==> config.mk <==
export PLATFORM = sky130hd
export DESIGN_NAME = bmh_ctrl_flat
export DESIGN_NICKNAME = d
export VERILOG_FILES = /design/src/sv/bmh_pkg.sv /design/src/sv/bmh_req_if.sv /design/src/sv/bmh_ctrl.sv /design/src/flat_wrapper.sv
export SDC_FILE = /design/constraint.sdc
export NUM_CORES = 1
export LEC_CHECK = 0
export BUFFER_PORTS_ARGS = -buffer_cell sky130_fd_sc_hd__clkbuf_2
export CAP_MARGIN = 20
export CORE_AREA = 2 2 169 171
export CTS_BUF_LIST = sky130_fd_sc_hd__clkbuf_8
export DETAILED_ROUTE_END_ITERATION = 6
export DIE_AREA = 0 0 171 173
export PLACE_DENSITY_LB_ADDON = 0.3
export SLEW_MARGIN = 20
export SYNTH_ARGS = -nofsm -noshare
export SYNTH_HDL_FRONTEND = slang
export SYNTH_SLANG_ARGS = --single-unit
==> constraint.sdc <==
create_clock -name clk -period 13.9 [get_ports clk]
set_clock_uncertainty 0.05 [all_clocks]
set_input_delay 0.695 -clock clk [delete_from_list [all_inputs] [get_ports clk]]
set_output_delay 0.695 -clock clk [all_outputs]
set_load 0.02 [all_outputs]
==> src/sv/bmh_pkg.sv <==
// Shared types and constants for the binary min-heap core.
// No dependencies; compile first.
package bmh_pkg;

	localparam int CAPACITY = 256;
	localparam int DATA_W   = 32;
	localparam int IDX_W    = $clog2(CAPACITY);
	localparam int CNT_W    = $clog2(CAPACITY + 1);
	localparam int KID_W    = IDX_W + 2;

	localparam logic OP_INSERT  = 1'b0;
	localparam logic OP_EXTRACT = 1'b1;

	typedef enum logic [1:0] {
		ERR_NONE  = 2'd0,
		ERR_EMPTY = 2'd1,
		ERR_FULL  = 2'd2
	} err_t;

	typedef struct packed {
		logic signed [DATA_W-1:0] min_value;
		logic                     is_empty;
		logic [CNT_W-1:0]         entry_count;
		logic [1:0]               error_code;
	} rsp_t;

endpackage

==> src/sv/bmh_req_if.sv <==
// Request channel: opcode plus value per beat.
// Depends on bmh_pkg.
interface bmh_req_if;
	logic                             valid;
	logic                             ready;
	logic                             opcode;
	logic signed [bmh_pkg::DATA_W-1:0] value;

	modport source (output valid, output opcode, output value, input ready);
	modport sink   (input valid, input opcode, input value, output ready);
endinterface

==> src/sv/bmh_ctrl.sv <==
// Heap sequencer: accepts one request, sifts through the RAM, presents a result.
// Depends on bmh_pkg, bmh_req_if; drives the bmh_ram ports.
module bmh_ctrl (
	input  logic                            clk,
	input  logic                            arst_n,
	bmh_req_if.sink                         req,
	output logic                            ram_we,
	output logic [bmh_pkg::IDX_W-1:0]       ram_waddr,
	output logic [bmh_pkg::DATA_W-1:0]      ram_wdata,
	output logic [bmh_pkg::IDX_W-1:0]       ram_raddr_a,
	input  logic [bmh_pkg::DATA_W-1:0]      ram_rdata_a,
	output logic [bmh_pkg::IDX_W-1:0]       ram_raddr_b,
	input  logic [bmh_pkg::DATA_W-1:0]      ram_rdata_b,
	output logic                            fin_valid,
	output bmh_pkg::rsp_t                   fin_rsp,
	input  logic                            fin_take
);

	typedef enum logic [2:0] {
		ST_IDLE, ST_UP_RD, ST_UP_CMP, ST_EX_LAST, ST_DN_RD, ST_DN_CMP, ST_FIN
	} state_t;

	state_t                            state_q, state_d;
	logic [bmh_pkg::CNT_W-1:0]         count_q, count_d;
	logic [bmh_pkg::IDX_W-1:0]         pos_q, pos_d;
	logic signed [bmh_pkg::DATA_W-1:0] cur_q, cur_d;
	logic signed [bmh_pkg::DATA_W-1:0] root_q;
	bmh_pkg::err_t                     err_q, err_d;

	logic                              accept;
	logic [bmh_pkg::IDX_W-1:0]         parent;
	logic [bmh_pkg::KID_W-1:0]         left, right, count_x;
	logic signed [bmh_pkg::DATA_W-1:0] l_val, r_val, c_val;
	logic                              pick_r;
	logic [bmh_pkg::IDX_W-1:0]         c_idx;

	assign accept  = req.valid && req.ready;
	assign parent  = (pos_q - bmh_pkg::IDX_W'(1)) >> 1;
	assign left    = {1'b0, pos_q, 1'b1};
	assign right   = left + bmh_pkg::KID_W'(1);
	assign count_x = bmh_pkg::KID_W'(count_q);
	assign l_val   = $signed(ram_rdata_a);
	assign r_val   = $signed(ram_rdata_b);
	// smaller child, left one on a tie; the right one only when it exists
	assign pick_r  = (right < count_x) && (r_val < l_val);
	assign c_val   = pick_r ? r_val : l_val;
	assign c_idx   = pick_r ? right[bmh_pkg::IDX_W-1:0] : left[bmh_pkg::IDX_W-1:0];

	always_comb begin
		state_d     = state_q;
		count_d     = count_q;
		pos_d       = pos_q;
		cur_d       = cur_q;
		err_d       = err_q;
		req.ready   = 1'b0;
		ram_we      = 1'b0;
		ram_waddr   = pos_q;
		ram_wdata   = cur_q;
		ram_raddr_a = parent;
		ram_raddr_b = right[bmh_pkg::IDX_W-1:0];
		case (state_q)
			ST_IDLE: begin
				req.ready = 1'b1;
				err_d     = bmh_pkg::ERR_NONE;
				ram_raddr_a = bmh_pkg::IDX_W'(count_q - bmh_pkg::CNT_W'(1));
				if (req.valid) begin
					if (req.opcode == bmh_pkg::OP_INSERT) begin
						if (count_q == bmh_pkg::CNT_W'(bmh_pkg::CAPACITY)) begin
							err_d   = bmh_pkg::ERR_FULL;
							state_d = ST_FIN;
						end else begin
							cur_d   = req.value;
							pos_d   = bmh_pkg::IDX_W'(count_q);
							count_d = count_q + bmh_pkg::CNT_W'(1);
							state_d = ST_UP_RD;
						end
					end else begin
						if (count_q == '0) begin
							err_d   = bmh_pkg::ERR_EMPTY;
							state_d = ST_FIN;
						end else begin
							count_d = count_q - bmh_pkg::CNT_W'(1);
							// last entry read now; nothing to sift when it was the only one
							state_d = (count_q == bmh_pkg::CNT_W'(1)) ? ST_FIN : ST_EX_LAST;
						end
					end
				end
			end
			ST_UP_RD: begin
				if (pos_q == '0) begin
					ram_we  = 1'b1;
					state_d = ST_FIN;
				end else begin
					state_d = ST_UP_CMP;
				end
			end
			ST_UP_CMP: begin
				ram_we = 1'b1;
				if (cur_q < l_val) begin
					// move parent down, climb one level
					ram_wdata = ram_rdata_a;
					pos_d     = parent;
					state_d   = ST_UP_RD;
				end else begin
					state_d = ST_FIN;
				end
			end
			ST_EX_LAST: begin
				cur_d   = l_val;
				pos_d   = '0;
				state_d = ST_DN_RD;
			end
			ST_DN_RD: begin
				ram_raddr_a = left[bmh_pkg::IDX_W-1:0];
				if (left >= count_x) begin
					ram_we  = 1'b1;
					state_d = ST_FIN;
				end else begin
					state_d = ST_DN_CMP;
				end
			end
			ST_DN_CMP: begin
				ram_we = 1'b1;
				if (c_val < cur_q) begin
					// lift the smaller child, descend one level
					ram_wdata = c_val;
					pos_d     = c_idx;
					state_d   = ST_DN_RD;
				end else begin
					state_d = ST_FIN;
				end
			end
			ST_FIN: begin
				if (fin_take) begin
					state_d = ST_IDLE;
				end
			end
			default: begin
				state_d = ST_IDLE;
			end
		endcase
	end

	always_ff @(posedge clk or negedge arst_n) begin
		if (!arst_n) begin
			state_q <= ST_IDLE;
			count_q <= '0;
			err_q   <= bmh_pkg::ERR_NONE;
		end else begin
			state_q <= state_d;
			count_q <= count_d;
			err_q   <= err_d;
		end
	end

	// datapath registers: no reset needed
	always_ff @(posedge clk) begin
		pos_q <= pos_d;
		cur_q <= cur_d;
		if (ram_we && ram_waddr == '0) begin
			root_q <= $signed(ram_wdata);
		end
	end

	assign fin_valid             = (state_q == ST_FIN);
	assign fin_rsp.min_value     = (count_q != '0) ? root_q : '0;
	assign fin_rsp.is_empty      = (count_q == '0);
	assign fin_rsp.entry_count   = count_q;
	assign fin_rsp.error_code    = err_q;

	a_count_stable: assert property (@(posedge clk) disable iff (!arst_n)
		!accept |=> $stable(count_q))
		else $error("entry count moved without an accepted request");

	a_root_track: assert property (@(posedge clk) disable iff (!arst_n)
		(ram_we && ram_waddr == '0) |=> root_q == $signed($past(ram_wdata)))
		else $error("root shadow missed a write to entry zero");

	a_full_drop: assert property (@(posedge clk) disable iff (!arst_n)
		(accept && req.opcode == bmh_pkg::OP_INSERT
			&& count_q == bmh_pkg::CNT_W'(bmh_pkg::CAPACITY))
		|=> (state_q == ST_FIN && err_q == bmh_pkg::ERR_FULL))
		else $error("insert on full heap not flagged");

	a_no_write_idle: assert property (@(posedge clk) disable iff (!arst_n)
		(state_q == ST_IDLE || state_q == ST_FIN) |-> !ram_we)
		else $error("RAM write outside a sift");

endmodule

==> src/flat_wrapper.sv <==
// flat-port wrapper written by rule: the top's interface ports become plain ports
module bmh_ctrl_flat 
  (clk, arst_n, ram_we, ram_waddr, ram_wdata, ram_raddr_a, ram_rdata_a, ram_raddr_b, ram_rdata_b, fin_valid, fin_rsp, fin_take, req_valid, req_opcode, req_value, req_ready);
  bmh_req_if req_i ();
  input  logic clk;
  input  logic arst_n;
  output logic ram_we;
  output logic [bmh_pkg::IDX_W-1:0] ram_waddr;
  output logic [bmh_pkg::DATA_W-1:0] ram_wdata;
  output logic [bmh_pkg::IDX_W-1:0] ram_raddr_a;
  input  logic [bmh_pkg::DATA_W-1:0] ram_rdata_a;
  output logic [bmh_pkg::IDX_W-1:0] ram_raddr_b;
  input  logic [bmh_pkg::DATA_W-1:0] ram_rdata_b;
  output logic fin_valid;
  output bmh_pkg::rsp_t fin_rsp;
  input  logic fin_take;
  input wire logic [$bits(req_i.valid)-1:0] req_valid;
  input wire logic [$bits(req_i.opcode)-1:0] req_opcode;
  input wire logic [$bits(req_i.value)-1:0] req_value;
  output wire logic [$bits(req_i.ready)-1:0] req_ready;
  assign req_i.valid = req_valid;
  assign req_i.opcode = req_opcode;
  assign req_i.value = req_value;
  assign req_ready = req_i.ready;
  bmh_ctrl u_core (.clk(clk), .arst_n(arst_n), .req(req_i), .ram_we(ram_we), .ram_waddr(ram_waddr), .ram_wdata(ram_wdata), .ram_raddr_a(ram_raddr_a), .ram_rdata_a(ram_rdata_a), .ram_raddr_b(ram_raddr_b), .ram_rdata_b(ram_rdata_b), .fin_valid(fin_valid), .fin_rsp(fin_rsp), .fin_take(fin_take));
endmodule
==> metrics.txt <==
status finished clean; Hold-fix buffers, CTS 0; Synth area leader edfxtp_1; total wire length 27900 microns; fin cells 1514; Vias 7746; unique cell type count in the Yosys netlist 73; post-synthesis sequential area ratio 30.7%; Nets 1346; CTS tree done; vias in the first global route 7513; top cells by area, synth edfxtp_1 (26%), ha_1 (18%), o21ai_0 (5.9%), nand2_1 (5.1%), nor2b_1 (4.8%); Switch Pwr 1.04 mW; clock share of power 8.6%; setup violators final 0; Die H 173 microns; antenna violations before repair 3; Final Cell Area 9740 sq um; Avg Vias per Cell 5.12; top fanout value on the critical path 40; CP Launch Type register; Worst Hold Class input pin to asynchronous set/reset pin; Core Area 27600 sq um; top-level I/O count 204; CTS H-tree depth 3; Yosys reg bits 86; PortBufs 202; Iter 0 DRT Violations 569; RD Place Congestion 0.869; Clock Path Buffers 2; Synth Net Count 1170; starting density of the core 29.6%; CTS Buf Count 9; gr usage total 18.6%; register-to-register setup slack 6.76 ns; area grow syn2layout 19.2%; Filler cells 2971; Skew-Pair Late Insertion Delay 0.38 ns; PD cells 202 nW/um^2; Relative slew margins 31.3%; commonest non-fill, non-tap cell in the layout clkbuf_2; Pwr Total 1.97 mW; Worst EP required 13.15 ns; Post-Synthesis Cells 954; Pins Over Slew Limit 0; Slowest Stage Delay on Critical Path 0.89 ns; Fmax 121 MHz; DRT antenna net count 0; critical path's slowest cell nor2b_4; combinational share of power 67.2%; pin count of the biggest net entering global routing 66; Synth Warn # 0; buffer count from post-CTS setup fixing 0; Pre-Repair DR Iteration Count 6; most used cell, CP ha_1; Min Hold Slack 0.173 ns; global-route wire length before repair 42600 microns; Async SR Flop Fraction 16.3%; static leakage 4.59 nW; minimum clock period 8.25 ns; Peak supply drop 0.102 mV; post-synth top area share 26.5%; WL/cell 18.4 microns; FP Rows 61; Hold Fails Final Rpt 0; max-cap violation count 0; drt drc 0; Worst Setup End Kind primary output; GRT Residual Overflow 0; worst slew pin tran 1.03 ns; Worst EP arrival 7.51 ns; Syn Area/Cell 8.57 sq um; Die Wd 171 microns; Seq pwr share 24.2%; placed inst area 9550 sq um; switching power share of the total 53.0%; post-route setup TNS 0 ns; number of synthesized flops with an enable pin 72; RSZ-0062 raised after global routing no; Clock Tree Root clkbuf_8; # clock sinks 86; fin crit share 59.4%; CTS clk-pin slew, worst paths 0.09 ns; share of cells above drive strength 1 21.5%; Post-Syn Area 8170 sq um; HPWL Detailed 21500 microns; Most used DFF post-synth edfxtp_1; dpl cells 1496; most frequent cells in the layout clkbuf_2 (202), ha_1 (115), nand2_1 (110); total die area 29600 sq um; Internal Power 0.926 mW; PostCTS Resize Cnt 0; R2R cell count 24; worst setup path class register to primary output
==> kinds of logic (layout without fill, tap and decap cells) <==
group / count (synthesis) / after routing / synth area share (%)
buffers and inverters: 129 / 310 / 6.46
muxes: 7 / 7 / 0.919
and+or+nand+nor: 321 / 321 / 19.8
other: 1 / 2 / 0.0459
adders and majority gates: 115 / 115 / 17.6
DFF: 86 / 86 / 30.7
AOI/OAI and AO/OA: 263 / 263 / 21.0
xor gates and xnor gates: 32 / 32 / 3.43
==> through the flow <==
step | worst slack, ns | utilization [%]
2_1_floorplan | 7.24 | -
3_3_place_gp | 5.43 | 34.6
3_5_place_dp | 5.26 | 34.6
4_1_cts | 5.21 | 35.2
5_1_grt | 4.99 | 35.3
6_report | 5.65 | 35.3
==> routing by layer <==
layer	vias up	track usage, %	part of all wire [%]
met4	4	5.23	2.2
li1	3801	-	-
met2	265	30.3	47
met1	3636	25.1	45
met5	-	0	0.093
met3	40	3.59	5.5
==> power groups by stage <==
| stage | Clock (mW) | Sequential (mW) | Combinational (mW) |
|---|---|---|---|
| 2_1_floorplan | 0 | 0.451 | 0.942 |
| 3_3_place_gp | 0 | 0.481 | 1.31 |
| 3_5_place_dp | 0 | 0.480 | 1.31 |
| 4_1_cts | 0.175 | 0.475 | 1.32 |
| 5_1_grt | 0.185 | 0.486 | 1.47 |
| 6_report | 0.169 | 0.476 | 1.32 |
==> state kept, by name, summed over array words and instances (netlist names) <==
register,count
u_core.state_q,3
u_core.count_q,9
u_core.ram_waddr,8
u_core.cur_q,32
u_core.root_q,32
u_core.err_q,2
==> worst paths after layout <==
kind | from | to
worst min register to register | u_core.err_q[0] | u_core.err_q[0]
max in group asynchronous | arst_n | u_core.count_q[8]
worst min-delay path | arst_n | u_core.count_q[4]
min in group clk | u_core.err_q[0] | u_core.err_q[0]
worst max register to register | u_core.ram_waddr[1] | u_core.root_q[1]
worst max-delay path | u_core.ram_waddr[1] | ram_wdata[1]
==> synth_stat cells, types with 4 or more instances <==
| cell | instances |
|---|---|
| inv_1 | 81 |
| and2_1 | 4 |
| clkbuf_1 | 34 |
| buf_2 | 5 |
| a221o_1 | 33 |
| xnor2_1 | 19 |
| buf_4 | 4 |
| o22ai_1 | 8 |
| nor3_1 | 11 |
| o21a_1 | 6 |
| a22oi_1 | 4 |
| o21ai_0 | 97 |
| ha_1 | 115 |
| a21o_1 | 23 |
| or3_1 | 4 |
| edfxtp_1 | 72 |
| nand2_1 | 110 |
| nand4_1 | 16 |
| xor2_1 | 13 |
| and3_1 | 6 |
| o211ai_1 | 4 |
| a21oi_1 | 53 |
| or4_1 | 4 |
| mux2i_1 | 5 |
| dfrtp_1 | 14 |
| nand2b_1 | 7 |
| nor2_1 | 59 |
| nor2b_1 | 63 |
| nor4_1 | 4 |
| nand3_1 | 15 |
==> critical path, delay by kind of cell, from the launching register on <==
family | cells | cell delay (ns)
DFF | 1 | 0.51
adders and majority gates | 3 | 0.87
and+or+nand+nor | 7 | 2.45
buffers and inverters | 2 | 0.54
xor gates and xnor gates | 1 | 0.24
AOI/OAI and AO/OA | 11 | 1.98
muxes | 1 | 0.53
==> final cells by class <==
type,count,area [sq um],area share [%]
inverter,83,312,3.20
clock buffer,9,124,1.27
sequential,86,2510,25.8
tap,378,473,4.85
antenna,1,2.50,0.0257
clock inverter,7,41.3,0.424
timing repair buffer,211,1100,11.3
multi-input combinational,739,5180,53.2
Power figures use the tool's default switching activity.
